--- config.mk ---
export PLATFORM = sky130hd
export DESIGN_NAME = countdown_relay_timer
export DESIGN_NICKNAME = d
export VERILOG_FILES = /design/src/hdl/crt_pkg.sv /design/src/hdl/crt_ctrl.sv /design/src/hdl/crt_disp.sv /design/src/hdl/countdown_relay_timer.sv
export SDC_FILE = /design/constraint.sdc
export NUM_CORES = 1
export LEC_CHECK = 0
export ABC_CLOCK_PERIOD_IN_PS = 17000
export BUFFER_PORTS_ARGS = -buffer_cell sky130_fd_sc_hd__buf_2
export CAP_MARGIN = 20
export CORE_ASPECT_RATIO = 1.1
export CORE_MARGIN = 5
export CORE_UTILIZATION = 25
export CTS_CLUSTER_SIZE = 25
export DETAILED_ROUTE_END_ITERATION = 16
export GPL_TIMING_DRIVEN = 0
export PLACE_DENSITY = 0.41
export SYNTH_ARGS = -nofsm -noshare
export SYNTH_HDL_FRONTEND = slang
export SYNTH_SLANG_ARGS = --single-unit
--- constraint.sdc ---
create_clock -name clock -period 17 [get_ports clock]
set_input_delay 2.55 -clock clock [delete_from_list [all_inputs] [get_ports clock]]
set_output_delay 2.55 -clock clock [all_outputs]
set_load 0.05 [all_outputs]
--- src/hdl/crt_pkg.sv ---
// Shared types, key codes and display helpers for the countdown relay timer.
// No dependencies; every other file refers to this package by scoped name.
package crt_pkg;

   // all six button lines released (lines are active low)
   localparam logic [5:0] KEYS_RELEASED = 6'h3f;

   localparam logic [2:0] KEY_NONE  = 3'd0;
   localparam logic [2:0] KEY_DOWN  = 3'd3;
   localparam logic [2:0] KEY_UP    = 3'd4;
   localparam logic [2:0] KEY_STOP  = 3'd5;
   localparam logic [2:0] KEY_START = 3'd6;

   typedef struct packed {
      logic       second_tick;
      logic [5:0] raw_keys;
   } req_type;

   typedef struct packed {
      logic       relay_on;
      logic       buzzer_on;
      logic [6:0] shown_value;
      logic [7:0] tens_segments;
      logic [7:0] units_segments;
      logic [2:0] key_code;
   } rsp_type;

   // control status handed from the state update to the display stage
   typedef struct packed {
      logic       relay_on;
      logic       buzzer_on;
      logic [6:0] shown_value;
      logic [2:0] key_code;
   } ctrl_out_type;

   // lowest-numbered pressed key wins; bit5 is key1, bit0 is key6
   function automatic logic [2:0] pick_key(input logic [5:0] pattern);
      logic [2:0] k;
      k = KEY_NONE;
      for (int i = 0; i < 6; i++) begin
         if (!pattern[i]) begin
            k = 3'(6 - i);
         end
      end
      return k;
   endfunction

   // active-low seven-segment font, decimal point off
   function automatic logic [7:0] seg_code(input logic [3:0] digit);
      logic [7:0] code;
      case (digit)
         4'd0:    code = 8'hc0;
         4'd1:    code = 8'hf9;
         4'd2:    code = 8'ha4;
         4'd3:    code = 8'hb0;
         4'd4:    code = 8'h99;
         4'd5:    code = 8'h92;
         4'd6:    code = 8'h82;
         4'd7:    code = 8'hf8;
         4'd8:    code = 8'h80;
         4'd9:    code = 8'h90;
         default: code = 8'hff;
      endcase
      return code;
   endfunction

endpackage

--- src/hdl/crt_ctrl.sv ---
// Timer state and one-pass update: tick handling, buzzer, key acceptance.
// Depends on crt_pkg for the item type, key codes and key priority.
module crt_ctrl #(
   parameter int MAX_SETTING = 99,
   parameter int BUZZ_TICKS  = 3
) (
   input  logic                  clock,
   input  logic                  reset,
   input  logic                  step_en,
   input  crt_pkg::req_type      item,
   output crt_pkg::ctrl_out_type status
);

   logic [6:0] setpoint_ff, setpoint_in;
   logic [6:0] remaining_ff, remaining_in;
   logic       running_ff, running_in;
   logic [1:0] buzz_left_ff, buzz_left_in;
   logic [5:0] last_keys_ff, last_keys_in;
   logic [2:0] key;
   logic       keys_live;

   always_comb begin
      setpoint_in  = setpoint_ff;
      remaining_in = remaining_ff;
      running_in   = running_ff;
      buzz_left_in = buzz_left_ff;
      last_keys_in = last_keys_ff;
      key          = crt_pkg::KEY_NONE;
      keys_live    = 1'b1;

      // tick first
      if (buzz_left_ff != 2'd0) begin
         if (item.second_tick) begin
            buzz_left_in = buzz_left_ff - 2'd1;
         end
         keys_live = 1'b0;
      end else if (running_ff && item.second_tick) begin
         if (remaining_ff != 7'd0) begin
            remaining_in = remaining_ff - 7'd1;
         end else begin
            running_in   = 1'b0;
            setpoint_in  = 7'd0;
            buzz_left_in = 2'(BUZZ_TICKS);
            keys_live    = 1'b0;
         end
      end

      // then keys, edge accepted on a change of pattern
      if (keys_live) begin
         if (item.raw_keys == crt_pkg::KEYS_RELEASED) begin
            last_keys_in = crt_pkg::KEYS_RELEASED;
         end else if (item.raw_keys != last_keys_ff) begin
            last_keys_in = item.raw_keys;
            key          = crt_pkg::pick_key(item.raw_keys);
         end
      end

      case (key)
         crt_pkg::KEY_START: begin
            remaining_in = setpoint_in;
            running_in   = 1'b1;
         end
         crt_pkg::KEY_STOP: begin
            setpoint_in = remaining_in;
            running_in  = 1'b0;
         end
         crt_pkg::KEY_UP: begin
            if (setpoint_in < 7'(MAX_SETTING)) begin
               setpoint_in = setpoint_in + 7'd1;
            end
         end
         crt_pkg::KEY_DOWN: begin
            if (setpoint_in != 7'd0) begin
               setpoint_in = setpoint_in - 7'd1;
            end
         end
         default: begin
         end
      endcase

      status.relay_on    = running_in;
      status.buzzer_on   = (buzz_left_in != 2'd0);
      status.shown_value = running_in ? remaining_in : setpoint_in;
      status.key_code    = key;
   end

   always_ff @(posedge clock) begin
      if (reset) begin
         setpoint_ff  <= 7'd0;
         remaining_ff <= 7'd0;
         running_ff   <= 1'b0;
         buzz_left_ff <= 2'd0;
         last_keys_ff <= crt_pkg::KEYS_RELEASED;
      end else if (step_en) begin
         setpoint_ff  <= setpoint_in;
         remaining_ff <= remaining_in;
         running_ff   <= running_in;
         buzz_left_ff <= buzz_left_in;
         last_keys_ff <= last_keys_in;
      end
   end

endmodule

--- src/hdl/crt_disp.sv ---
// Two-digit decimal split and seven-segment encoding of the shown value.
// Depends on crt_pkg for the segment font.
module crt_disp (
   input  logic [6:0] shown_value,
   output logic [7:0] tens_segments,
   output logic [7:0] units_segments
);

   logic [14:0] prod;
   logic [3:0]  tens_raw;
   logic [3:0]  tens_digit;
   logic [6:0]  units_full;

   // divide by ten: x*205 >> 11 is exact for all 7-bit x
   assign prod       = 15'(shown_value) * 15'd205;
   assign tens_raw   = prod[14:11];
   assign tens_digit = (tens_raw >= 4'd10) ? (tens_raw - 4'd10) : tens_raw;
   assign units_full = shown_value - 7'(7'(tens_raw) * 7'd10);

   assign tens_segments  = crt_pkg::seg_code(tens_digit);
   assign units_segments = crt_pkg::seg_code(units_full[3:0]);

endmodule

--- src/hdl/countdown_relay_timer.sv ---
// Top level of the two-digit countdown relay timer.
// Depends on crt_pkg, crt_ctrl and crt_disp.
//
// Each item is one control pass: a one-second tick flag plus the six raw
// active-low button lines. Every item yields exactly one result carrying the
// relay and buzzer drives, the shown value (remaining seconds while running,
// else the setpoint), active-low segment codes for both digits and the key
// accepted in that pass. Items pass through an input register, the state update
// and display decode, and a result register, so the block takes one item per
// cycle while the result side is not stalled. A result is offered once its
// item has moved from the input register into the result register. The timer
// state advances only when an item moves into the result register, so a
// stalled result side holds both the pending item and the state. After reset
// the setpoint and remaining time are zero, the relay and buzzer are off and
// all keys count as released.
module countdown_relay_timer #(
   parameter int MAX_SETTING = 99,
   parameter int BUZZ_TICKS  = 3
) (
   input  logic             clock,
   input  logic             reset,
   input  logic             req_valid,
   output logic             req_ready,
   input  crt_pkg::req_type req_item,
   output logic             rsp_valid,
   input  logic             rsp_ready,
   output crt_pkg::rsp_type rsp_item
);

   logic                  in_valid_ff;
   crt_pkg::req_type      in_item_ff;
   logic                  out_valid_ff;
   crt_pkg::rsp_type      out_item_ff;
   crt_pkg::rsp_type      out_item_in;
   crt_pkg::ctrl_out_type status;
   logic [7:0]            tens_seg;
   logic [7:0]            units_seg;
   logic                  advance;

   // move the held item into the result register when that slot frees up
   assign advance   = in_valid_ff && (!out_valid_ff || rsp_ready);
   assign req_ready = !in_valid_ff || advance;

   // input register: hold until the item advances
   always_ff @(posedge clock) begin
      if (reset) begin
         in_valid_ff <= 1'b0;
      end else if (req_ready) begin
         in_valid_ff <= req_valid;
      end
   end

   always_ff @(posedge clock) begin
      if (req_ready && req_valid) begin
         in_item_ff <= req_item;
      end
   end

   crt_ctrl #(
      .MAX_SETTING (MAX_SETTING),
      .BUZZ_TICKS  (BUZZ_TICKS)
   ) u_ctrl (
      .clock   (clock),
      .reset   (reset),
      .step_en (advance),
      .item    (in_item_ff),
      .status  (status)
   );

   crt_disp u_disp (
      .shown_value    (status.shown_value),
      .tens_segments  (tens_seg),
      .units_segments (units_seg)
   );

   always_comb begin
      out_item_in.relay_on       = status.relay_on;
      out_item_in.buzzer_on      = status.buzzer_on;
      out_item_in.shown_value    = status.shown_value;
      out_item_in.tens_segments  = tens_seg;
      out_item_in.units_segments = units_seg;
      out_item_in.key_code       = status.key_code;
   end

   // result register: load on advance, drop valid once taken
   always_ff @(posedge clock) begin
      if (reset) begin
         out_valid_ff <= 1'b0;
      end else if (advance) begin
         out_valid_ff <= 1'b1;
      end else if (rsp_ready) begin
         out_valid_ff <= 1'b0;
      end
   end

   always_ff @(posedge clock) begin
      if (advance) begin
         out_item_ff <= out_item_in;
      end
   end

   assign rsp_valid = out_valid_ff;
   assign rsp_item  = out_item_ff;

endmodule
==> results list <==
- Status: completed
- In the synthesized netlist the dominant register cell turns out to be sky130_fd_sc_hd__edfxtp_1.
- Via density: 4.956
- The detailed router used layers up to and including met4.
* Max_slew headroom: 39.31%
* Worst setup path startpoint: u_ctrl.remaining_ff[0]
* Detailed-route DRC error count: 0
- Setup repair after global routing left no endpoint under its margin.
- In the detailed route, the total length drawn on met2 is 6538 um.
* Number of instances in the synthesized netlist: 538
- Power Density: 115.0 nW/um2
- Routability-driven placement finished with a final weighted congestion of 0.8416.
- Area growth from synthesis to layout: 18.02%
* Period utilisation layout: 56.18%
- Endpoint required time on the critical path: 17,070 ps
* Number of different library cells in the post-synthesis netlist: 78
- # IOs: 41
- The initial utilization of the core area, before any placement, comes to 25.35%.
- Global routing used 12.72% of the available tracks.
- Summing the sequential cell areas from Yosys gives 31.96% of the chip area.
- The worst path needs 9551 ps of the cycle, external delays included.
* Post-synthesis async set-or-reset flop share: 0%
- Fraction of final layout cells with drive strength greater than 1: 15.18%
* Max-slew violations: 0
* Wirelength per Cell: 15.62 um
- Total number of vias: 4,143
- Kind of launch point of the worst setup path: register
- Total core area: 18,410 um2
- Among all stages on the critical path, the largest delay is contributed by sky130_fd_sc_hd__xnor2_1.
- Beginning of the worst hold path: u_ctrl.last_keys_ff[1]
* Final antenna-violating net count: 0
* DRT met1 WL: 5564 um
- On the final layout, the worst clock skew is 8.071 ps.
* Total cell area at the placement stage: 5181 um2
- Leak Pwr: 2.361 nW
* Data arrival time of the worst path: 9620 ps
* Number of sinks on the clock net: 58
* Die Footprint: 21,500 um2
- Synth Cell Area: 4667 um2
- Non-Filler Cell Area, Final: 5508 um2
- In this run the vertical extent of the chip is 153.3 um.
* Cell type with the highest occurrence count on the critical path: sky130_fd_sc_hd__ha_1
- The pre-antenna-repair detailed-routing pass consisted of 4 iterations.
* Total negative slack: 0 ps
- Detailed placement finished with a half-perimeter wire length of 10,230 um.
- The number of antenna violations at the first check in global routing was 0.
- Antenna diodes: 0
- Once the clock tree was built, the setup fixing pass inserted 0 buffers.
- After the last flow step, the layout net total stands at 655.
* Clock tree from TritonCTS: done
- Total of cells resized after clock tree synthesis: 0
* Length of routed met3 wiring: 636 um
* Max-cap violations: 0
- Summed over all layers, the global routing overflow is 0.
- Fmax: 0.1047 GHz
- Number of hold-repair buffers added at the cts stage: 0
- Hold Fails Final Rpt: 0
- The worst register-to-register path begins at u_ctrl.remaining_ff[0].
- Across the VDD grid, the largest voltage drop is 53.76 uV.
- The first global-routing pass estimated 21,880 um of wire.
- The Yosys step of the flow raised 0 warnings.
- Number of DRC markers in iteration 0: 207
- Pwr Total: 0.0006333 W
* Number of flops mapped to enable cells by yosys: 33
* Worst Tran Pin Value: 902.8 ps
- Clock tree synthesis inserted a total of 9 buffers.
* Width of the die: 140.3 um
- Clk pin slew, worst setup/hold paths: 60 ps
- The via count of the first global-routing pass came to 4,159.
- Wires add up to 13,060 um.
- The later pin in the worst-skew pair is clocked with a latency of 340 ps.
* Standard-cell rows: 52
* Pin count of the biggest net entering global routing: 27
- Setup violations remaining at the end of the flow were counted as 0.
- Quantity of I/O buffers inserted on ports: 37
* Crit Path Class: reg -> reg
* Smallest hold slack: 486.9 ps
- Clock root buffer: sky130_fd_sc_hd__clkbuf_16
* Number of H-tree levels: 3
- Of all nets on the critical path, the largest fanout is 10.
- The path class of the tightest hold or removal check is reg -> reg.
- Counting along the longest clock path gives a buffer depth of 2.
- A synthesized cell averages 8.675 um2.
* CP endpoint kind: register
- The largest single stage delay on the critical path is 740 ps.
* Flops & latches, synth: 58
-- cells in the final DEF, fill, tap and decap left out, types with 4 or more instances in the layout --
cell                         n
sky130_fd_sc_hd__nor4_1      4
sky130_fd_sc_hd__o22ai_1     4
sky130_fd_sc_hd__nand2b_1    4
sky130_fd_sc_hd__or2_2       4
sky130_fd_sc_hd__o21ai_0    18
sky130_fd_sc_hd__a311oi_1    4
sky130_fd_sc_hd__nor2b_1     5
sky130_fd_sc_hd__nand3_1    16
sky130_fd_sc_hd__nor3_1     13
sky130_fd_sc_hd__a21oi_1    31
sky130_fd_sc_hd__nand4_1     5
sky130_fd_sc_hd__clkbuf_1   17
sky130_fd_sc_hd__xnor2_1    10
sky130_fd_sc_hd__a211o_1     9
sky130_fd_sc_hd__dfxtp_1    25
sky130_fd_sc_hd__clkbuf_16   9
sky130_fd_sc_hd__fa_1        9
sky130_fd_sc_hd__buf_2      43
sky130_fd_sc_hd__inv_1      46
sky130_fd_sc_hd__mux2i_1     4
sky130_fd_sc_hd__a21o_1      4
sky130_fd_sc_hd__a211oi_1   11
sky130_fd_sc_hd__xor2_1      8
sky130_fd_sc_hd__o211ai_1    5
sky130_fd_sc_hd__or3_1       5
sky130_fd_sc_hd__and3_1      4
sky130_fd_sc_hd__nand2_1    50
sky130_fd_sc_hd__edfxtp_1   33
sky130_fd_sc_hd__a31oi_1     4
sky130_fd_sc_hd__nor2_1     67
sky130_fd_sc_hd__ha_1       47
-- final cells by class --
cell class | instances | area (um2)
Buffer | 28 | 121.4
Clock buffer | 9 | 225.2
Clock inverter | 7 | 101.3
Fill cell | 1993 | 12900
Inverter | 49 | 185.2
Multi-Input combinational cell | 404 | 2874
Sequential cell | 58 | 1491
Tap cell | 243 | 304.0
Timing Repair Buffer | 38 | 205.2
-- sequential cells by signal, indices dropped and copies added (netlist names) --
signal	flops
u_ctrl.setpoint_ff	7
u_ctrl.buzz_left_ff	2
rsp_item	26
in_valid_ff	1
u_ctrl.last_keys_ff	6
in_item_ff	7
u_ctrl.remaining_ff	7
u_ctrl.running_ff	1
rsp_valid	1
-- Yosys cell counts (5+ instances only) --
master,instances,area (um2)
sky130_fd_sc_hd__nor3_1,13,65.06
sky130_fd_sc_hd__or3_1,5,31.28
sky130_fd_sc_hd__ha_1,47,588.1
sky130_fd_sc_hd__a211oi_1,11,82.58
sky130_fd_sc_hd__edfxtp_1,33,991.0
sky130_fd_sc_hd__buf_2,6,30.03
sky130_fd_sc_hd__nor2_1,67,251.5
sky130_fd_sc_hd__nand2_1,50,187.7
sky130_fd_sc_hd__o21ai_0,18,90.09
sky130_fd_sc_hd__xor2_1,8,70.07
sky130_fd_sc_hd__fa_1,9,180.2
sky130_fd_sc_hd__a21oi_1,31,155.2
sky130_fd_sc_hd__inv_1,46,172.7
sky130_fd_sc_hd__xnor2_1,10,87.58
sky130_fd_sc_hd__nand3_1,16,80.08
sky130_fd_sc_hd__clkbuf_1,18,67.56
sky130_fd_sc_hd__nor2b_1,5,31.28
sky130_fd_sc_hd__o211ai_1,5,37.54
sky130_fd_sc_hd__dfxtp_1,25,500.5
sky130_fd_sc_hd__a211o_1,9,78.83
sky130_fd_sc_hd__nand4_1,5,31.28
-- report_power, final --
group | leakage (nW) | total [W] | internal (W) | switching [W]
clock network | 0.153 | 0.000202 | 0.000129 | 0.0000722
logic | 1.69 | 0.000254 | 0.0000936 | 0.000160
registers | 0.520 | 0.000178 | 0.000173 | 0.00000505
-- logic make-up (layout without fill, tap and decap cells) --
| family | Yosys count | after routing | synth area share, % |
|---|---|---|---|
| and+or+nand+nor | 193 | 193 | 19.89 |
| AOI/OAI and AO/OA | 128 | 128 | 19.65 |
| buffers and inverters | 77 | 131 | 6.541 |
| DFF | 58 | 58 | 31.96 |
| adders and majority gates | 56 | 56 | 16.46 |
| xor gates and xnor gates | 20 | 20 | 4.236 |
| muxes | 5 | 5 | 1.180 |
| other | 1 | 2 | 0.08035 |
-- critical path: cells and delay by family (launching register included) --
family,cells,cell delay (ps)
flops,1,340
simple gates,6,1770
compound gates,8,2400
xor+xnor,3,1260
fa+ha+maj,8,2600
buf+inv,7,890
-- path summary, 6_finish.rpt --
check	to	slack, ps	cells past startpoint
worst min register to register	u_ctrl.last_keys_ff[1]	490	1
worst max register to register	rsp_item[6]	7450	32
worst max-delay path	rsp_item[6]	7450	32
worst min-delay path	u_ctrl.last_keys_ff[1]	490	1
-- metrics by stage --
step	setup slack (ps)	instances	utilization (%)
4_1_cts	7423	836	29.91
3_3_place_gp	7502	819	28.02
2_1_floorplan	9097	539	-
6_report	7449	836	29.91
3_5_place_dp	7444	820	28.14
5_1_grt	6737	836	29.91
-- per-layer routing --
layer	vias up	global-route usage, %
met4	0	4.799
met3	22	3.000
li1	2024	-
met1	1984	15.20
met5	-	0
met2	113	22.06
Power figures use the tool's default switching activity.
